[src/hdl/gdd_pkg.sv]
// ----------------------------------------------------------------------------
// gdd_pkg: shared types and constants for the Gregorian day difference
// Month tables, reciprocal constants and the stage-enable bundle.
// ----------------------------------------------------------------------------
`timescale 1ns / 1ps
`default_nettype none

package gdd_pkg;

	localparam int DAY_W    = 5;
	localparam int MONTH_W  = 4;
	localparam int YEAR_W   = 14;
	localparam int SHIFT_W  = 15;   // year plus one 400-year cycle
	localparam int SERIAL_W = 23;
	localparam int COUNT_W  = 22;

	localparam logic [COUNT_W-1:0] COUNT_MAX = 22'd3652060;

	// floor(x / 100) = (x * RECIP_100) >> RECIP_SHIFT for x below 2**15
	localparam logic [SHIFT_W-1:0] RECIP_100   = 15'd20972;
	localparam int                 RECIP_SHIFT = 21;

	localparam logic [SHIFT_W-1:0] YEAR_BIAS  = 15'd399;
	localparam logic [8:0]         DAYS_YEAR  = 9'd365;
	localparam logic [MONTH_W-1:0] MONTH_FEB  = 4'd2;
	localparam logic [MONTH_W-1:0] MONTH_DEC  = 4'd12;

	// Stage advance enables handed to each lane
	typedef struct packed {
		logic s1;
		logic s2;
	} gdd_stage_en_t;

	// Length of a month, February stretched in a leap year
	function automatic logic [DAY_W-1:0] month_len(input logic [MONTH_W-1:0] m,
	                                              input logic leap);
		logic [DAY_W-1:0] len;
		case (m)
			4'd1, 4'd3, 4'd5, 4'd7, 4'd8, 4'd10, 4'd12: len = 5'd31;
			4'd4, 4'd6, 4'd9, 4'd11:                   len = 5'd30;
			4'd2:                                      len = leap ? 5'd29 : 5'd28;
			default:                                   len = 5'd0;
		endcase
		return len;
	endfunction

	// Days in the year before the first of a month (common year)
	function automatic logic [8:0] days_before(input logic [MONTH_W-1:0] m);
		logic [8:0] d;
		case (m)
			4'd1:    d = 9'd0;
			4'd2:    d = 9'd31;
			4'd3:    d = 9'd59;
			4'd4:    d = 9'd90;
			4'd5:    d = 9'd120;
			4'd6:    d = 9'd151;
			4'd7:    d = 9'd181;
			4'd8:    d = 9'd212;
			4'd9:    d = 9'd243;
			4'd10:   d = 9'd273;
			4'd11:   d = 9'd304;
			4'd12:   d = 9'd334;
			default: d = 9'd0;
		endcase
		return d;
	endfunction

endpackage

`default_nettype wire

[src/hdl/gdd_lane.sv]
// ----------------------------------------------------------------------------
// gdd_lane: one date to serial day number
// Two stages: reciprocal products, then leap test, range check and day sum.
// ----------------------------------------------------------------------------
`timescale 1ns / 1ps
`default_nettype none

module gdd_lane import gdd_pkg::*; (
	input  wire                  clk,
	input  wire gdd_stage_en_t   en,
	input  wire [DAY_W-1:0]      day,
	input  wire [MONTH_W-1:0]    month,
	input  wire [YEAR_W-1:0]     year,
	output logic [SERIAL_W-1:0]  serial,
	output logic                 ok
);

	logic [SHIFT_W-1:0]          yy;
	logic [YEAR_W+SHIFT_W-1:0]   py;
	logic [2*SHIFT_W-1:0]        pyy;
	logic [SHIFT_W-3:0]          q4;
	logic [2*SHIFT_W-3:0]        pq4;
	logic [SERIAL_W:0]           p365;

	logic [7:0]                  qy100_s1;
	logic [YEAR_W-1:0]           year_s1;
	logic [DAY_W-1:0]            day_s1;
	logic [MONTH_W-1:0]          month_s1;
	logic [SERIAL_W-1:0]         p365_s1;
	logic [SHIFT_W-3:0]          q4_s1;
	logic [8:0]                  q100_s1;
	logic [6:0]                  q400_s1;

	logic [YEAR_W-1:0]           hundreds;
	logic                        leap;
	logic                        ok_c;
	logic [SERIAL_W-1:0]         serial_c;
	logic [SERIAL_W-1:0]         serial_s2;
	logic                        ok_s2;

	// Form reciprocal and year products
	always_comb begin
		yy   = SHIFT_W'(year) + YEAR_BIAS;
		py   = year * RECIP_100;
		pyy  = yy * RECIP_100;
		q4   = yy[SHIFT_W-1:2];
		pq4  = q4 * RECIP_100;
		p365 = yy * DAYS_YEAR;
	end

	// Hold products for the sum stage
	always_ff @(posedge clk) begin
		if (en.s1) begin
			qy100_s1 <= py[RECIP_SHIFT+7:RECIP_SHIFT];
			year_s1  <= year;
			day_s1   <= day;
			month_s1 <= month;
			p365_s1  <= p365[SERIAL_W-1:0];
			q4_s1    <= q4;
			q100_s1  <= pyy[RECIP_SHIFT+8:RECIP_SHIFT];
			q400_s1  <= pq4[RECIP_SHIFT+6:RECIP_SHIFT];
		end
	end

	// Test leap year and range, add up the serial day
	always_comb begin
		hundreds = YEAR_W'(qy100_s1) * YEAR_W'(100);
		leap     = (year_s1[1:0] == 2'd0) &&
		           ((year_s1 != hundreds) || (qy100_s1[1:0] == 2'd0));
		ok_c     = (month_s1 != '0) && (month_s1 <= MONTH_DEC) && (day_s1 != '0) &&
		           (day_s1 <= month_len(month_s1, leap));
		serial_c = p365_s1 + SERIAL_W'(q4_s1) - SERIAL_W'(q100_s1) + SERIAL_W'(q400_s1)
		         + SERIAL_W'(days_before(month_s1))
		         + SERIAL_W'((month_s1 > MONTH_FEB) && leap) + SERIAL_W'(day_s1);
	end

	always_ff @(posedge clk) begin
		if (en.s2) begin
			serial_s2 <= serial_c;
			ok_s2     <= ok_c;
		end
	end

	assign serial = serial_s2;
	assign ok     = ok_s2;

endmodule

`default_nettype wire

[src/hdl/gdd_merge.sv]
// ----------------------------------------------------------------------------
// gdd_merge: combine both lanes into the day count
// Difference, end-day adjust, saturation and error zeroing into the output.
// ----------------------------------------------------------------------------
`timescale 1ns / 1ps
`default_nettype none

module gdd_merge import gdd_pkg::*; (
	input  wire                  clk,
	input  wire                  en,
	input  wire [SERIAL_W-1:0]   start_serial,
	input  wire [SERIAL_W-1:0]   end_serial,
	input  wire                  start_ok,
	input  wire                  end_ok,
	input  wire                  include_end_day,
	output logic [COUNT_W-1:0]   day_count,
	output logic                 date_error
);

	logic [SERIAL_W:0]    diff;
	logic [COUNT_W-1:0]   count_c;
	logic                 err_c;
	logic [COUNT_W-1:0]   count_s3;
	logic                 err_s3;

	// Subtract, adjust and clamp
	always_comb begin
		err_c = !(start_ok && end_ok);
		diff  = (start_serial < end_serial) ?
		        (SERIAL_W+1)'(end_serial - start_serial) : '0;
		diff  = diff + (SERIAL_W+1)'(include_end_day);
		if (err_c) begin
			count_c = '0;
		end else if (diff > (SERIAL_W+1)'(COUNT_MAX)) begin
			count_c = COUNT_MAX;
		end else begin
			count_c = diff[COUNT_W-1:0];
		end
	end

	always_ff @(posedge clk) begin
		if (en) begin
			count_s3 <= count_c;
			err_s3   <= err_c;
		end
	end

	assign day_count  = count_s3;
	assign date_error = err_s3;

endmodule

`default_nettype wire

[src/hdl/gregorian_day_difference.sv]
// ----------------------------------------------------------------------------
// gregorian_day_difference: days between two Gregorian dates
// Two date lanes feed a merge stage; three-stage pipeline with stall.
// ----------------------------------------------------------------------------
// channel   dir  handshake              payload
// s_axis    in   s_axis_tvalid/tready   tdata: two dates, tuser: include_end_day
// m_axis    out  m_axis_tvalid/tready   tdata: day_count, tuser: date_error
//
// One request per cycle unless the output stalls while every stage is full.
// The depth is set by the lane products, the serial sum and the merge register.
// Each stage advances when it or any stage after it is empty, so bubbles close.
// Reset clears only the stage valid bits; no clearing pass.
// ----------------------------------------------------------------------------
`timescale 1ns / 1ps
`default_nettype none

module gregorian_day_difference import gdd_pkg::*; (
	input  wire         clk,
	input  wire         arst_n,
	input  wire         s_axis_tvalid,
	output logic        s_axis_tready,
	// start_day[4:0], start_month[8:5], start_year[22:9], end_day[27:23],
	// end_month[31:28], end_year[45:32], zero pad[47:46]
	input  wire [47:0]  s_axis_tdata,
	// include_end_day[0]
	input  wire [0:0]   s_axis_tuser,
	output logic        m_axis_tvalid,
	input  wire         m_axis_tready,
	// day_count[21:0], zero pad[23:22]
	output logic [23:0] m_axis_tdata,
	// date_error[0]
	output logic [0:0]  m_axis_tuser
);

	gdd_stage_en_t        en;
	logic                 en3;
	logic                 v1_q, v2_q, v3_q;
	logic                 inc_s1, inc_s2;
	logic [SERIAL_W-1:0]  start_serial, end_serial;
	logic                 start_ok, end_ok;
	logic [COUNT_W-1:0]   day_count;
	logic                 date_error;

	// Advance each stage when it is empty or the next one moves
	assign en3           = !v3_q || m_axis_tready;
	assign en.s2         = !v2_q || en3;
	assign en.s1         = !v1_q || en.s2;
	assign s_axis_tready = en.s1;

	always_ff @(posedge clk or negedge arst_n) begin
		if (!arst_n) begin
			v1_q <= 1'b0;
			v2_q <= 1'b0;
			v3_q <= 1'b0;
		end else begin
			if (en.s1) v1_q <= s_axis_tvalid;
			if (en.s2) v2_q <= v1_q;
			if (en3)   v3_q <= v2_q;
		end
	end

	// Carry the end-day flag beside the lanes
	always_ff @(posedge clk) begin
		if (en.s1) inc_s1 <= s_axis_tuser[0];
		if (en.s2) inc_s2 <= inc_s1;
	end

	gdd_lane u_start_lane (
		.clk    (clk),
		.en     (en),
		.day    (s_axis_tdata[4:0]),
		.month  (s_axis_tdata[8:5]),
		.year   (s_axis_tdata[22:9]),
		.serial (start_serial),
		.ok     (start_ok)
	);

	gdd_lane u_end_lane (
		.clk    (clk),
		.en     (en),
		.day    (s_axis_tdata[27:23]),
		.month  (s_axis_tdata[31:28]),
		.year   (s_axis_tdata[45:32]),
		.serial (end_serial),
		.ok     (end_ok)
	);

	gdd_merge u_merge (
		.clk             (clk),
		.en              (en3),
		.start_serial    (start_serial),
		.end_serial      (end_serial),
		.start_ok        (start_ok),
		.end_ok          (end_ok),
		.include_end_day (inc_s2),
		.day_count       (day_count),
		.date_error      (date_error)
	);

	assign m_axis_tvalid = v3_q;
	assign m_axis_tdata  = {2'b00, day_count};
	assign m_axis_tuser  = date_error;

	// An error result always carries a zero count
	assert property (@(posedge clk) disable iff (!arst_n)
		m_axis_tvalid && date_error |-> day_count == '0)
		else $error("error result with nonzero count");

	// Count never passes the saturation limit
	assert property (@(posedge clk) disable iff (!arst_n)
		m_axis_tvalid |-> day_count <= COUNT_MAX)
		else $error("count above limit");

	// An empty output stage never blocks new requests
	assert property (@(posedge clk) disable iff (!arst_n)
		!m_axis_tvalid |-> s_axis_tready)
		else $error("input stalled with empty output");

	// A request taken into a free pipe moves through each stage to the output
	assert property (@(posedge clk) disable iff (!arst_n)
		s_axis_tvalid && s_axis_tready && !v1_q && !v2_q && !v3_q |=> ##1 ##1 m_axis_tvalid)
		else $error("request lost in pipeline");

endmodule

`default_nettype wire

[config.mk]
export PLATFORM = sky130hd
export DESIGN_NAME = gregorian_day_difference
export DESIGN_NICKNAME = d
export VERILOG_FILES = /design/src/hdl/gdd_pkg.sv /design/src/hdl/gdd_lane.sv /design/src/hdl/gdd_merge.sv /design/src/hdl/gregorian_day_difference.sv
export SDC_FILE = /design/constraint.sdc
export NUM_CORES = 2
export LEC_CHECK = 0
export BUFFER_PORTS_ARGS = -buffer_cell sky130_fd_sc_hd__buf_2
export CAP_MARGIN = 10
export CORE_AREA = 10 10 262 264
export CTS_CLUSTER_SIZE = 10
export DETAILED_ROUTE_END_ITERATION = 7
export DIE_AREA = 0 0 272 274
export PLACE_DENSITY = 0.76
export SETUP_SLACK_MARGIN = 0.4
export SKIP_CTS_REPAIR_TIMING = 1
export SLEW_MARGIN = 20
export SYNTH_ARGS = -nofsm -noshare
export SYNTH_HDL_FRONTEND = slang
export SYNTH_SLANG_ARGS = --single-unit
[constraint.sdc]
create_clock -name clk -period 7.9 [get_ports clk]
set_clock_uncertainty 0.05 [all_clocks]
set_input_delay 1.58 -clock clk [delete_from_list [all_inputs] [get_ports clk]]
set_output_delay 1.58 -clock clk [all_outputs]
set_load 0.03 [all_outputs]
**Word level (Yosys, flattened, before mapping)**

Memories as Yosys holds them, arrays and structs flattened. A register that Yosys moved wholly into a read port is not among the register bits.
Cells that the tools add are included.

- Bits in registers: 242
- ROM bits: 288
- Input bits: 53
- Output and inout port bits: 27
- Memories: 2

Memory list:

| name | words | bits a word | rd ports | clocked after Yosys merged registers in | write ports | line | RTL |
|---|---|---|---|---|---|---|---|
| (no name shown) | 16 | 9 | 1 | 1 | 0 | gdd_pkg.sv:50 | `case (m)` |
| (no name shown) | 16 | 9 | 1 | 1 | 0 | gdd_pkg.sv:50 |  |

- Add/subtract/negate cells: 16
- $mul: 10
- Order comparisons: 8
- Equal/unequal tests: 26
- Mux-type cells: 8
- Bitwise logic cells: 1
- Reduce and logical (&&, ||, !) cells: 33

Operators by type and width:

| cell | count |
|---|---|
| $mul 15x13->28 const B | 2 |
| $mul 14x13->27 const B | 2 |
| $mul 13x13->26 const B | 2 |
| $add 23x1->23 | 2 |
| $add 23x13->23 | 2 |
| $add 23x5->23 | 2 |
| $add 23x7->23 | 2 |
| $add 23x9->23 | 2 |
| $mul 15x9->23 const B | 2 |
| $sub 23x9->23 | 2 |
| $eq 4x4->1 const B | 10 |
| $eq 4x3->1 const B | 8 |
| $add 14x9->15 const B | 2 |
| $pmux 5 s3 | 2 |
| $ne 14x14->1 | 2 |
| $add 24x1->24 | 1 |
| $gt 24x22->1 const B | 1 |
| $mul 8x5->12 const B | 2 |
| $mux 24 | 1 |
| $sub 23x23->24 | 1 |
| $lt 23x23->1 | 1 |
| $mux 22 | 1 |
| $eq 4x2->1 const B | 4 |
| $reduce_or 7->1 | 2 |
| other kinds (15) | 44 |

**Longest topological paths before layout**

- Word-level depth: 8
- Gate-level depth with buffers: 31
- Mapped depth without buffers: 31

**By module**

A second synthesis with hierarchy kept.

- Cell total of the unflattened synthesis: 3697
- Area, all modules: 38221.7 µm²

By module, submodules not included:

| module | instances | cells an instance | area an instance (µm²) | seq. area each (µm²) |
|---|---|---|---|---|
| gdd_lane (u_start_lane) | 1 | 1637 | 17379.2 | 3393.3 |
| gdd_lane (u_end_lane) | 1 | 1583 | 17048.9 | 3393.3 |
| gdd_merge | 1 | 462 | 3588.4 | 690.7 |
| gregorian_day_difference | 1 | 15 | 205.2 | 135.1 |

**Worst setup path after synthesis**

OpenSTA, ideal clock, no wires.

- Kind: in2reg
- From: in m_axis_tready
- To: reg (tool-made name)
- Data arrival time: 9.215 ns
- Slack: -1.518 ns
- Cell stages on the path: 7
- Buffers on the path: 1
- Cells stage by stage: nor2b_1 -> nand3_1 -> buf_1 -> mux2i_1 -> ha_1 -> nand2_1 -> o21ai_0

RTL lines:

| item | line | RTL |
|---|---|---|
| start, declared | gregorian_day_difference.sv:28 | `input wire m_axis_tready,` |

**Final worst setup path**

- From: in s_axis_tdata[11]
- To: reg u_start_lane.q100_s1[4], data pin

- Word-level cells in the longest chain between the ends: 2

Ends and longest elaborated chain:

| item | line | RTL |
|---|---|---|
| start, declared | gregorian_day_difference.sv:24 | `input wire [47:0] s_axis_tdata,` |
| $add 14x9->15 | gdd_lane.sv:43 | `yy = SHIFT_W'(year) + YEAR_BIAS;` |
| via u_start_lane.yy[12] | gdd_lane.sv:18 | `logic [SHIFT_W-1:0] yy;` |
| $mul 15x13->28 | gdd_lane.sv:45 | `pyy = yy * RECIP_100;` |
| via u_start_lane.pyy[25] | gdd_lane.sv:20 | `logic [2*SHIFT_W-1:0] pyy;` |
| end signal, assigned | gdd_lane.sv:60 | `q100_s1 <= pyy[RECIP_SHIFT+8:RECIP_SHIFT];` |
| end, declared | gdd_lane.sv:31 | `logic [8:0] q100_s1;` |

The timed path passes the listed nets, and every way through them passes these cells.
A chain may end at the register's enable or synchronous reset.

==> results.ini <==
[status]
status=complete, no violations

[sta]
period_needed_ps=7410
worst_pin_slew_ps=930
final_max_slew_viol_count=0
period_share_pct=93.8
clock.fmax_mhz=135
hold_viol_final=0
relSlewSlack_pct=36.2
rsz0062_at_grt=true
setup_violations=0

[drt]
antenna_left=0
wl_per_cell_um=16.9
drt_iter0_drc=1464
routed-via-count=25800
firstDrtPassIters=5
drc=0
viasPerCell=5.35
drt-total-wl_um=81600

[clock_network]
cts_root_buf=clkbuf_16
clk_pin_slew_ps=50
cts_buffers=34
cts_tree=yes
htree_levels=2
clkSinkCount=260
worstSkewPairLatency_ps=530
clockBufferDepth=3

[final_layout]
syn_to_final_growth_pct=12.2
final_area_mm2=0.0423
final_layout_size_suffix_gt1_share_pct=11.9
nNetsFinal=5217

[critical_path]
critPathKind=input port to flop
worstPathArrival_ps=7640
critPathSlowestCell=fa_1
crit_buf_inv=8
max_stage_delay_ps=550
end_kind=flop
required_ps=8130
crit_path_max_fanout=5
crit_family=adder cells
critPathLaunchType=input port

[yosys]
synth_top_area_share_pct=25.4
syn-instance-count=3657
avgSynthCellArea_um2=10.3
synth_seq_area_share_pct=20.2
yosysUniqueCellTypes=91
synthTopCellsByArea=ha_1 25%, fa_1 24%, edfxtp_1 19%
synth_flop_cell=edfxtp_1
async_flop_share_pct=1.15
ys.warnings.count=0
yosys-top-cells-count=926 x inv_1, 767 x ha_1, 452 x fa_1, 239 x edfxtp_1, 150 x xnor2_1
synthMostInstantiatedCell=inv_1
syn_area_mm2=0.0377
yosysTopAreaCell=ha_1
ys_ff_latch=260
synth-edff-count=239

[grt]
grt_pass1_vias=26900
grt_antenna_before_repair=8
grt_max_degree=60
grt_first_pass_wirelength_um=135000
groute.usage.overall_pct=22.4
grt.overflow.total=0

[die]
rows=93
chipHeight_um=274
initial_utilization_pct=59.3
fp.dieW_um=272
core_area_mm2=0.0636
die-area_mm2=0.0745
io_pins=80

[placement]
placed_area_mm2=0.0407
dp_hpwl_um=69700
portBuffers=75
gp_congestion=0.969

[min_path]
hp-class=flop to flop

[job]
drv_cap=0

==> worst reg2reg max path, stage by stage, from the launching register on <==
cell and delay, ps:
edfxtp_1 440, ha_1 330, ha_1 320, fa_1 490, ha_1 360, a21o_1 190
a21o_1 170, a21o_1 190, a21o_1 180, a21oi_1 190, xnor2_1 120, nor4b_2 260
nor4_1 120, ha_1 220, ha_1 220, fa_1 410, a21o_1 220, a21oi_2 180
o21bai_1 100, a21oi_2 200, o21a_1 220, o21ai_1 130, o41a_1 360, a41o_1 270
or4_1 430, a31o_2 250, a21oi_1 170, xnor2_1 80
==> sequential cells by signal, indices dropped and copies added, names as in the netlist, 4 cells and up, named ones only <==
name	flops
u_end_lane.q400_s1	7
u_end_lane.year_s1	14
u_start_lane.qy100_s1	8
u_end_lane.qy100_s1	8
u_start_lane.p365_s1	23
u_end_lane.month_s1	4
u_start_lane.day_s1	5
u_start_lane.q100_s1	9
u_end_lane.serial	23
u_start_lane.serial	23
u_start_lane.q400_s1	7
u_start_lane.month_s1	4
u_end_lane.day_s1	5
u_merge.day_count	22
u_end_lane.q4_s1	13
u_end_lane.q100_s1	9
u_start_lane.year_s1	14
u_start_lane.q4_s1	13
u_end_lane.p365_s1	23
==> logic make-up after synthesis <==
kind of cell / share of synthesized area, %
muxes: 0.614
adders and majority gates: 49.4
AOI/OAI and AO/OA: 8.12
DFF: 20.2
other: 0.00994
and+or+nand+nor: 6.98
xor gates and xnor gates: 5.06
buffers and inverters: 9.61
==> metrics by stage <==
step	instances	setup WS, ps	hold slack, ps	util, %	setup TNS, ps
after floorplan	3658	253	350	-	0
after global placement	4735	-390	425	64.0	-1930
after detailed placement	4735	-433	402	64.0	-2690
after CTS	4792	97.0	443	65.6	0
after global routing	4822	218	459	66.5	0
final	4822	489	439	66.5	0
==> cell usage in the layout, fill, tap and decap left out, types with 45 or more instances in the layout <==
cell type  count
nor3_1        50
a21o_1        60
nand2_1      106
inv_1        901
xnor2_1      133
nand3_1       45
edfxtp_1     239
buf_2         73
xor2_1        61
ha_1         748
buf_4        194
nor2_1       144
a21oi_1      108
fa_1         446
o21ai_0       85
==> cell type report <==
class,instances,area [um2]
Tap cell,855,1070
Inverter,926,3510
Timing Repair Buffer,281,2010
Multi-Input combinational cell,2442,27100
Clock inverter,8,67.6
Fill cell,4859,21300
Sequential cell,260,7610
Clock buffer,49,938
Antenna cell,1,2.50
==> layer usage <==
metal	share of wire (%)	vias up	track usage, %
met5	0.13	-	0
met2	48	544	38.1
met4	2.3	14	5.48
met3	5.6	116	3.75
li1	-	12600	-
met1	44	12500	29.4
==> path summary, 6_finish.rpt <==
path | startpoint | endpoint | slack [ps] | cells past startpoint
hold / removal | inc_s1 | inc_s2 | 440 | 0
setup / recovery | s_axis_tdata[11] | u_start_lane.q100_s1[4] | 490 | 30
max in group asynchronous | arst_n | v1_q | 6900 | 1
min in group asynchronous | arst_n | m_axis_tvalid | 790 | 1
hold reg to reg | inc_s1 | inc_s2 | 440 | 0
setup reg to reg | u_start_lane.qy100_s1[2] | u_start_lane.serial[21] | 800 | 27
Power is left out: the tool's default activity adds up to more than one toggle a clock period on the data nets, which glitch-free logic cannot reach.
